**src/rtl/mec_pkg.sv**
```systemverilog
// Package: shared types, constants and the trio check for the Mendelian error checker.
package mec_pkg;

    localparam int DEF_NUM_LOCI = 1024;
    localparam int LOCUS_W      = 10;
    localparam int LOCUS_EXT_W  = 17;
    localparam int GT_W         = 2;
    localparam int TALLY11_W    = 11;
    localparam int TALLY16_W    = 16;
    localparam int TALLY32_W    = 32;
    localparam int CLEAN_W      = 2;
    localparam int CFG_IDX_W    = 1;
    localparam int CFG_DATA_W   = 16;

    localparam logic [GT_W-1:0] GT_MISSING = 2'd0;
    localparam logic [GT_W-1:0] GT_HET     = 2'd2;

    localparam logic [CFG_IDX_W-1:0] CFG_CLEAN_LEVEL = 1'd0;
    localparam logic [CFG_IDX_W-1:0] CFG_PURGE_THR   = 1'd1;

    localparam logic [CLEAN_W-1:0] CLEAN_RESET = 2'd1;
    localparam logic [CLEAN_W-1:0] CLEAN_STRIP = 2'd1;
    localparam logic [CLEAN_W-1:0] CLEAN_PURGE = 2'd3;

    typedef struct packed {
        logic [LOCUS_W-1:0] locus;
        logic [GT_W-1:0]    mother_gt;
        logic [GT_W-1:0]    father_gt;
        logic [GT_W-1:0]    child_gt;
        logic               has_parents;
        logic               last_of_individual;
        logic               last_of_pedigree;
        logic               first_of_report;
    } t_item;

    typedef struct packed {
        logic                 mismatch;
        logic [TALLY16_W-1:0] locus_flag_count;
        logic                 individual_done;
        logic [TALLY11_W-1:0] individual_errors;
        logic [TALLY11_W-1:0] missing_parent_count;
        logic [TALLY11_W-1:0] missing_child_count;
        logic                 pedigree_done;
        logic [TALLY16_W-1:0] pedigree_errors;
        logic [TALLY11_W-1:0] problem_loci_count;
        logic                 strip_loci;
        logic                 purge_pedigree;
        logic [TALLY32_W-1:0] report_errors;
    } t_result;

    typedef struct packed {
        logic load_item;
        logic sweep_bmp;
        logic sweep_cnt;
        logic idx_inc;
        logic chk_rd;
        logic update;
        logic walk_rd;
        logic look_rd;
        logic out_load;
    } t_dp_cmd;

    typedef struct packed {
        logic idx_last;
        logic walk_req;
        logic out_free;
    } t_dp_sts;

    function automatic logic trio_consistent(input logic [GT_W-1:0] m,
                                             input logic [GT_W-1:0] f,
                                             input logic [GT_W-1:0] t);
        logic [GT_W-1:0] diff;
        diff = (m > f) ? (m - f) : (f - m);
        if (m == f) begin
            trio_consistent = (m == GT_HET) || (t == m);
        end else if (diff == 2'd1) begin
            trio_consistent = (t == m) || (t == f);
        end else begin
            trio_consistent = (t == GT_HET);
        end
    endfunction

endpackage

```
**src/rtl/mec_ctrl.sv**
```systemverilog
// Controller: sequences memory clears, trio check, bitmap walk and result hand-off.
module mec_ctrl (
    input  logic             i_clk,
    input  logic             i_rst_n,
    input  logic             i_in_valid,
    input  logic             i_in_first,
    output logic             o_in_ready,
    input  mec_pkg::t_dp_sts i_sts,
    output mec_pkg::t_dp_cmd o_cmd
);
    import mec_pkg::*;

    typedef enum logic [3:0] {
        S_INIT,
        S_IDLE,
        S_CLR_CNT,
        S_CHECK,
        S_UPDATE,
        S_WALK,
        S_WALK_END,
        S_LOOKUP,
        S_RESULT
    } t_state;

    t_state r_state;
    t_state n_state;

    always_ff @(posedge i_clk) begin
        if (!i_rst_n) begin
            r_state <= S_INIT;
        end else begin
            r_state <= n_state;
        end
    end

    always_comb begin
        n_state    = r_state;
        o_cmd      = '0;
        o_in_ready = 1'b0;
        unique case (r_state)
            S_INIT: begin
                o_cmd.sweep_bmp = 1'b1;
                o_cmd.sweep_cnt = 1'b1;
                o_cmd.idx_inc   = 1'b1;
                if (i_sts.idx_last) begin
                    n_state = S_IDLE;
                end
            end
            S_IDLE: begin
                o_in_ready = 1'b1;
                if (i_in_valid) begin
                    o_cmd.load_item = 1'b1;
                    n_state = i_in_first ? S_CLR_CNT : S_CHECK;
                end
            end
            S_CLR_CNT: begin
                o_cmd.sweep_cnt = 1'b1;
                o_cmd.idx_inc   = 1'b1;
                if (i_sts.idx_last) begin
                    n_state = S_CHECK;
                end
            end
            S_CHECK: begin
                o_cmd.chk_rd = 1'b1;
                n_state = S_UPDATE;
            end
            S_UPDATE: begin
                o_cmd.update = 1'b1;
                n_state = i_sts.walk_req ? S_WALK : S_LOOKUP;
            end
            S_WALK: begin
                o_cmd.walk_rd = 1'b1;
                o_cmd.idx_inc = 1'b1;
                if (i_sts.idx_last) begin
                    n_state = S_WALK_END;
                end
            end
            S_WALK_END: begin
                n_state = S_LOOKUP;
            end
            S_LOOKUP: begin
                o_cmd.look_rd = 1'b1;
                n_state = S_RESULT;
            end
            S_RESULT: begin
                if (i_sts.out_free) begin
                    o_cmd.out_load = 1'b1;
                    n_state = S_IDLE;
                end
            end
            default: begin
                n_state = S_INIT;
            end
        endcase
    end
endmodule

```
**config.mk**
```make
export PLATFORM = sky130hd
export DESIGN_NAME = mec_ctrl
export DESIGN_NICKNAME = d
export VERILOG_FILES = /design/src/rtl/mec_pkg.sv /design/src/rtl/mec_ctrl.sv
export SDC_FILE = /design/constraint.sdc
export NUM_CORES = 1
export LEC_CHECK = 0
export BUFFER_PORTS_ARGS = -buffer_cell sky130_fd_sc_hd__buf_2
export CAP_MARGIN = 30
export CORE_AREA = 2 2 39 41
export DETAILED_ROUTE_END_ITERATION = 6
export DIE_AREA = 0 0 41 43
export GPL_ROUTABILITY_DRIVEN = 0
export PLACE_DENSITY = 0.61
export SETUP_SLACK_MARGIN = 0.02
export SYNTH_ARGS = -nofsm -noshare
export SYNTH_HDL_FRONTEND = slang
export SYNTH_SLANG_ARGS = --single-unit
```
**constraint.sdc**
```tcl
create_clock -name i_clk -period 4.24 [get_ports i_clk]
set_clock_uncertainty 0.2 [all_clocks]
set_input_delay 0.848 -clock i_clk [delete_from_list [all_inputs] [get_ports i_clk]]
set_output_delay 0.848 -clock i_clk [all_outputs]
set_load 0.02 [all_outputs]
```
==> results.toml, run 1 <==
[global_route]
globalRouteOverflowTotal = 0
antenna_found_initial = 0
grt_usage_pct = 11.9
grt_max_degree = 12
first_global_vias = 294
grt_pass1_wl_um = 1300

[die]
ios = 17
initial_utilization_pct = 25.4
die_y_um = 43
die_w_um = 41
core_area_um2 = 1380
die-area_um2 = 1760
rows = 14

[worst_hold_path]
hold_class = "register to register"

[clock_tree]
htreeDepth = 1
post_cts_buffers = 0
clock_latency_ns = 0.24
clk_pin_slew_ns = 0.04
postCtsHoldBufs = 0
cts_buffers = 3
cts_resized = 0
tritoncts = "yes"
cts.path.max_buffers = 2
root_buffer = "clkbuf_4"
numClockSinks = 4

[pwr]
peakVddDrop_v = 0.000195
p_leak_nw = 0.194
pwr_density_cell_nw_per_um2 = 424
power.total_mw = 0.183

[worst_setup_path]
critical_path_required_ns = 3.19
cp_max_fo = 10
cp_data_arrival_time_ns = 1.39
crit_path_start_kind = "register"
crit_type = "register to primary output"
r2r_slack_ns = 2.58
end_kind = "primary output"

[timing]
setup_tns_ns = 0
tightest_slew_ns = 0.356
setup_viol = 0
finalHoldViolCount = 0
min_period_ns = 2.44
rsz0062_at_grt = "no"
timing.fmax_ghz = 0.410
fin_crit_sh_pct = 57.6
slew_viol_final = 0
slew_headroom_pct = 76.2

[route]
detail_route.vias_per_cell = 4.96
first_iter_violations = 6
route.detailed.drc = 0
routed-via-count = 367
drt-total-wl_um = 747
ant_nets = 0
wl_per_cell_um = 10.1
drt_pass1_iterations = 3

[finish]
fin_nets = 67
largest_reg_flops = 4
top_register = "r_state"
antenna_cells = 0
reg_top3 = "r_state: 4 flops"
fillers = 155
final_util_pct = 31.1
area_growth_pct = 22.4
layout-drive-gt1-share_pct = 34.5

[synth]
yosysWarnings = 0
synth_seq_cells = 4
synth_area_um2 = 352
synth.avg_cell_area_um2 = 7.99
postSynthCellCount = 44
synth.distinct_cells = 23
syn_nets = 51
synth-seq-area-share_pct = 22.8

[run_status]
status = "finished, final reports clean"

[flow_run]
maxCapViolCount = 0

[placement]
portBuffers = 16
hpwlAfterDp_um = 552
==> per-layer routing <==
metal	share of wire (%)	up-vias	GRT usage, %
met5	0	-	0
met4	4.0	0	10.0
met3	5.9	2	7.85
met2	45	9	12.5
li1	-	189	-
met1	45	167	15.5
==> final cells by class <==
cell class                      count  area [um^2]  share of cell area [%]
Sequential cell                     4         80.1                    18.6
Clock buffer                        3         22.5                    5.23
Tap cell                           16         20.0                    4.65
Multi-Input combinational cell     35          228                    52.9
Timing Repair Buffer               16         80.1                    18.6
==> synth_stat cells (all sizes together) <==
library cell	n	area share, %
xor2	1	2.5
nor4b	1	6.8
nor2b	1	1.8
buf	5	12
dfxtp	4	23
o21ai	1	1.4
o21a	1	2.1
o32a	1	2.8
or2	2	3.6
nor3b	1	2.1
nand3	1	1.4
nand2	2	2.1
a21oi	1	1.4
a32o	1	2.8
nor2	11	12
o31ai	2	4.3
o22ai	1	1.8
o221a	1	3.2
and4b	1	2.8
mux2i	1	2.8
nand2b	3	5.3
and2	1	1.8
==> logic make-up after synthesis <==
family	synth area share, %
simple gates	39.5
compound gates	19.9
buf+inv	12.5
flops	22.8
xor+xnor	2.49
mux	2.85
==> power breakdown <==
part / switching, mW / leakage (nW) / total [mW] / internal [mW]
clock network: 0.0161 / 0.0138 / 0.0478 / 0.0317
logic: 0.0463 / 0.148 / 0.0776 / 0.0313
registers: 0.0142 / 0.0328 / 0.0573 / 0.0431
total: 0.0766 / 0.194 / 0.183 / 0.106
==> layout by cell type, fill, tap and decap left out <==
cell and count:
nor2b_1 1, o221a_1 1, o21a_1 1, o21ai_1 1, nand3_1 1, and2_1 1
o31ai_1 2, or2_1 2, nor4b_4 1, xor2_1 1, nor3b_1 1, mux2i_1 1
clkbuf_4 3, and4b_1 1, o22ai_1 1, buf_2 16, dfxtp_1 4, nand2b_1 3
a32o_1 1, nand2_1 2, a21oi_1 1, o32a_1 1, nor2_1 11
==> metrics by stage <==
step	cell area, um^2	cells	hold slack, ns	setup slack (ns)
after floorplan	352	44	0.373	1.82
after global placement	408	71	0.430	1.91
after detailed placement	408	71	0.421	1.90
after CTS	430	74	0.426	1.79
after global routing	430	74	0.488	1.67
final	430	74	0.421	1.80
==> worst paths after layout <==
kind                      startpoint                      end  cells after the start
min reg2reg  r_state[1]$_SDFFE_PN0P_  r_state[1]$_SDFFE_PN0P_                      2
min          r_state[1]$_SDFFE_PN0P_  r_state[1]$_SDFFE_PN0P_                      2
max          r_state[1]$_SDFFE_PN0P_                 o_cmd[8]                      4
max reg2reg  r_state[0]$_SDFFE_PN0P_  r_state[0]$_SDFFE_PN0P_                      4
==> critical path, cell delays in order (launching register included) <==
cell and delay [ns]:
dfxtp_1 0.52, or2_1 0.26, nor2_1 0.08, and2_1 0.15
buf_2 0.15
(Power assumes the default switching activity.)
==> inputs of run 2 (changes only) <==
--- a/config.mk
+++ b/config.mk
@@ -5,6 +5,7 @@
 export SDC_FILE = /design/constraint.sdc
 export NUM_CORES = 1
 export LEC_CHECK = 0
+export ABC_AREA = 1
 export BUFFER_PORTS_ARGS = -buffer_cell sky130_fd_sc_hd__buf_2
 export CAP_MARGIN = 30
 export CORE_AREA = 2 2 39 41
==> constraint.sdc (replaced) <==
create_clock -name i_clk -period 2.2 [get_ports i_clk]
set_clock_uncertainty 0.2 [all_clocks]
set_input_delay 0.44 -clock i_clk [delete_from_list [all_inputs] [get_ports i_clk]]
set_output_delay 0.44 -clock i_clk [all_outputs]
set_load 0.02 [all_outputs]
==> run 2 against run 1 <==
Effect of this change: power up 89%; critical path depth down 1; global-route usage down 1.5 points; non-clock buffer count unchanged; final cell count up 23%; critical path type unchanged; critical endpoint is now o_cmd[0].
==> results.toml, run 2 <==
[clock_tree]
root_buffer = "clkbuf_4"
postCtsHoldBufs = 0
numClockSinks = 4
cts_buffers = 3
clk_pin_slew_ns = 0.04
cts.path.max_buffers = 2
cts_resized = 0
htreeDepth = 1
clock_latency_ns = 0.24
tritoncts = "yes"
post_cts_buffers = 0

[route]
wl_per_cell_um = 8.48
route.detailed.drc = 0
first_iter_violations = 11
detail_route.vias_per_cell = 4.30
routed-via-count = 391
ant_nets = 0
drt_pass1_iterations = 4
drt-total-wl_um = 772

[global_route]
globalRouteOverflowTotal = 0
grt_usage_pct = 10.3
grt_pass1_wl_um = 1190
antenna_found_initial = 0
first_global_vias = 339
grt_max_degree = 7

[die]
rows = 14
ios = 17
die-area_um2 = 1760
core_area_um2 = 1380
die_w_um = 41
initial_utilization_pct = 24.3
die_y_um = 43

[worst_setup_path]
cp_top_family = "flip-flops"
cp_data_arrival_time_ns = 1.25
crit_buf_inv = 2
crit_type = "register to primary output"
end_kind = "primary output"
critical_path_required_ns = 1.56
critPathSlowestCell = "dfxtp_1"
cp_cell_sequence = "inv_1 -> nor4_1 -> buf_2"
cp_max_fo = 5
critical_path.max_stage_delay_ns = 0.42
crit_path_start_kind = "register"

[pwr]
switchingPower_mw = 0.147
pwr_density_cell_nw_per_um2 = 753
power_frac_comb_pct = 46.4
p_leak_nw = 0.263
switching_share_pct = 42.7
internal-power_mw = 0.198
peakVddDrop_v = 0.000280
pwr-share-seq_pct = 26.6
pwr-share-clk_pct = 27.0

[synth]
synth_common_cells = "13 x inv_1, 7 x nor2_1, 6 x nand2_2"
synth-seq-area-share_pct = 23.8
syn_nets = 63
yosysWarnings = 0
synthXorXnorAreaFrac_pct = 0
yosysMostFrequentCell = "inv_1"
synth_top_area_cell = "dfxtp_1"
synth-simple-area-share_pct = 50.2
synth_area_um2 = 337
synthTopCellsByArea = "dfxtp_1 24%, inv_1 14%, nand2_2 11%, nor2_1 7.8%, nor2_2 7.4%"
synth_top_family_by_area = "simple AND/OR/NAND/NOR gates"
synth-edff-count = 0
synth_adder_area_share_pct = 0
synthMuxAreaShare_pct = 0
yosys.area.top_type_share_pct = 23.8
synth-async-reset-ratio_pct = 0
synth_ff_type = "dfxtp_1"
postSynthCellCount = 56
synth.avg_cell_area_um2 = 6.01
synth.distinct_cells = 15
synth_seq_cells = 4
synth_compound_area_share_pct = 8.18

[timing]
slew_headroom_pct = 82.4
slew_viol_final = 0
timing.fmax_ghz = 0.529
whs_ns = 0.244
finalHoldViolCount = 0
min_period_ns = 1.89
rsz0062_at_grt = "no"
setup_tns_ns = 0
tightest_slew_ns = 0.262
fin_crit_sh_pct = 85.9
setup_viol = 0

[run_status]
status = "finished, final reports clean"

[finish]
most-common-layout-cells = "16 x buf_2, 13 x inv_1, 7 x nor2_1"
area_growth_pct = 36.4
final_common_cell = "buf_2"
antenna_cells = 0
fin_nets = 84
reg_top3 = "r_state: 4 flops"
design_area_um2 = 459
largest_reg_flops = 4
layout-drive-gt1-share_pct = 45.3
final_util_pct = 33.2
top_register = "r_state"

[worst_hold_path]
hold_class = "input port to register"

[placement]
hpwlAfterDp_um = 659
portBuffers = 16
dpl_cell_area_um2 = 437

[flow_run]
maxCapViolCount = 0
-- run 2: cell type report --
type	count	area [um^2]
Inverter	16	60.1
Multi-Input combinational cell	36	196
Clock buffer	3	22.5
Sequential cell	4	80.1
Timing Repair Buffer	16	80.1
Tap cell	16	20.0
Fill cell	160	925
-- run 2: metrics by stage --
stage          cells  power, mW  worst slack, ns
3_5_place_dp      88      0.256            0.552
3_3_place_gp      88      0.256            0.562
4_1_cts           91      0.351            0.336
6_report          91      0.346            0.310
5_1_grt           91      0.376            0.263
2_1_floorplan     56      0.213            0.400
-- run 2: routing by layer --
metal | global-route usage, % | wire length, um
met1 | 10.3 | 295
met2 | 16.6 | 443
met3 | 3.14 | 28
met4 | 8.00 | 4
met5 | 0 | 0
-- run 2: worst paths after layout --
| path | start | end | slack, ns | cells past startpoint |
|---|---|---|---|---|
| max | r_state[3]$_SDFFE_PN0P_ | o_cmd[0] | 0.31 | 3 |
| min | i_rst_n | r_state[0]$_SDFFE_PN0P_ | 0.24 | 3 |
| max reg2reg | r_state[3]$_SDFFE_PN0P_ | r_state[0]$_SDFFE_PN0P_ | 0.86 | 8 |
| min reg2reg | r_state[1]$_SDFFE_PN0P_ | r_state[1]$_SDFFE_PN0P_ | 0.37 | 2 |
-- run 2: cell families (layout without fill, tap and decap cells) --
kind of cell,count (synthesis),in the layout
compound gates,5,5
buf+inv,16,35
flops,4,4
simple gates,31,31
-- run 2: power by group through the flow --
stage / Clock (mW) / Sequential [mW] / Combinational (mW)
after floorplan: 0 / 0.0916 / 0.121
after global placement: 0 / 0.0929 / 0.163
after detailed placement: 0 / 0.0929 / 0.163
after CTS: 0.0968 / 0.0918 / 0.163
after global routing: 0.102 / 0.0936 / 0.180
final: 0.0932 / 0.0920 / 0.160
-- run 2: worst reg2reg max path, cell delays in order, from the launching register on --
cell	delay [ns]
dfxtp_1	0.35
nor2_2	0.24
nand2_2	0.09
nand2_2	0.09
nand2_2	0.06
nand3_2	0.06
nand2_1	0.06
nand2_1	0.05
nor2_1	0.04
==> inputs of run 3 (changes only) <==
--- a/config.mk
+++ b/config.mk
@@ -12,8 +12,10 @@
 export DETAILED_ROUTE_END_ITERATION = 6
 export DIE_AREA = 0 0 41 43
 export GPL_ROUTABILITY_DRIVEN = 0
+export GPL_TIMING_DRIVEN = 0
 export PLACE_DENSITY = 0.61
 export SETUP_SLACK_MARGIN = 0.02
+export SLEW_MARGIN = 40
 export SYNTH_ARGS = -nofsm -noshare
 export SYNTH_HDL_FRONTEND = slang
 export SYNTH_SLANG_ARGS = --single-unit
==> run 3 against run 2 <==
Effect of this change: utilization did not move; routed wire length decreased by 11%; die area unchanged; setup slack improved by 0.047 ns; sequential share of layout area did not move; via count decreased by 4.3%; global-route usage fell by 0.21 points; clock power decreased by 6.0%; sequential power is essentially flat; critical path type unchanged; largest power group unchanged.
==> results.toml, run 3 (synthesis results as in run 2) <==
[pwr]
p_leak_nw = 0.263
power_frac_comb_pct = 46.9
power.total_mw = 0.338
peakVddDrop_v = 0.000242
pwr-share-clk_pct = 25.9
internal-power_mw = 0.198
pwr-share-seq_pct = 27.2
pwr_density_cell_nw_per_um2 = 736
switching_share_pct = 41.5
switchingPower_mw = 0.140

[finish]
most-common-layout-cells = "16 x buf_2, 13 x inv_1, 7 x nor2_1"
largest_reg_flops = 4
reg_top3 = "r_state: 4 flops"
final_common_cell = "buf_2"
layout-drive-gt1-share_pct = 45.3
fin_nets = 84
top_register = "r_state"
area_growth_pct = 36.4
antenna_cells = 0

[flow_run]
maxCapViolCount = 0

[route]
wl_met1_um = 274
wl_met3_um = 27
drt_pass1_iterations = 4
routed-via-count = 374
top_layer = "met3"
wl_met2_um = 388
detail_route.vias_per_cell = 4.11
drt-total-wl_um = 690
first_iter_violations = 7
route.detailed.drc = 0
wl_per_cell_um = 7.58
ant_nets = 0

[global_route]
first_global_vias = 345
antenna_found_initial = 0
grt_usage_pct = 10.1
grt_pass1_wl_um = 1200
globalRouteOverflowTotal = 0
grt_max_degree = 7

[worst_setup_path]
crit_buf_inv = 3
critical_path.max_stage_delay_ns = 0.38
cp_cell_sequence = "inv_2 -> nor2_2 -> inv_1 -> nor2_2 -> buf_2"
cp_data_arrival_time_ns = 1.20
crit_path_start_kind = "register"
cp_max_fo = 4
critical_path_required_ns = 1.56
cp_top_family = "flip-flops"
cpMostUsedCell = "nor2_2"
critPathSlowestCell = "dfxtp_1"
crit_type = "register to primary output"
end_kind = "primary output"

[clock_tree]
cts.path.max_buffers = 2
post_cts_buffers = 0
tritoncts = "yes"
cts_buffers = 3
root_buffer = "clkbuf_4"
numClockSinks = 4
htreeDepth = 1
clk_pin_slew_ns = 0.04
cts_resized = 0
clock_latency_ns = 0.23
postCtsHoldBufs = 0

[die]
core_area_um2 = 1380
rows = 14
die-area_um2 = 1760
die_w_um = 41
die_y_um = 43
ios = 17
initial_utilization_pct = 24.3

[timing]
tightest_slew_ns = 0.238
slew_viol_final = 0
rsz0062_at_grt = "no"
slew_headroom_pct = 84.1
setup_viol = 0
min_period_ns = 1.84
setup_tns_ns = 0
fin_crit_sh_pct = 83.8
timing.fmax_ghz = 0.543
finalHoldViolCount = 0

[placement]
portBuffers = 16
hpwlAfterDp_um = 613

[worst_hold_path]
hold_class = "input port to register"

[run_status]
status = "finished, final reports clean"
## run 3: routing by layer
metal  vias to the layer above  global-route usage, %
li1                        211                      -
met1                       159                   10.9
met2                         4                   15.3
met3                         0                   3.14
met4                         0                   8.00
met5                         -                      0
## run 3: worst paths after layout
check | startpoint | endpoint | slack (ns) | depth (start not counted)
worst max-delay path | r_state[2]$_SDFFE_PN0P_ | o_cmd[1] | 0.36 | 5
worst min-delay path | i_rst_n | r_state[0]$_SDFFE_PN0P_ | 0.25 | 3
worst max register to register | r_state[3]$_SDFFE_PN0P_ | r_state[0]$_SDFFE_PN0P_ | 0.87 | 8
worst min register to register | r_state[1]$_SDFFE_PN0P_ | r_state[1]$_SDFFE_PN0P_ | 0.38 | 2
## run 3: per-stage QoR
stage	std cells	area, um^2	setup slack [ns]	hold slack (ns)	utilization [%]
global placement	88	437	0.571	0.362	31.6
CTS	91	459	0.330	0.246	33.2
floorplan	56	337	0.400	0.334	-
global route	91	459	0.197	0.278	33.2
detailed placement	88	437	0.577	0.371	31.6
finish	91	459	0.357	0.250	33.2
## run 3: tightest hold or removal path, cell delays in order
cell,delay (ns)
buf_2,0.10
nand2_1,0.05
nor2_1,0.03
## run 3: layout make-up
class | instances | area, um^2
multi-input combinational | 36 | 196
inverter | 16 | 60.1
timing repair buffer | 16 | 80.1
sequential | 4 | 80.1
fill | 168 | 925
clock buffer | 3 | 22.5
tap | 16 | 20.0
## run 3: power groups by stage
stage | logic [mW] | registers, mW | clock network (mW)
floorplan | 0.121 | 0.0916 | 0
global placement | 0.162 | 0.0928 | 0
detailed placement | 0.162 | 0.0929 | 0
CTS | 0.162 | 0.0917 | 0.0938
global route | 0.179 | 0.0946 | 0.0988
finish | 0.158 | 0.0919 | 0.0876
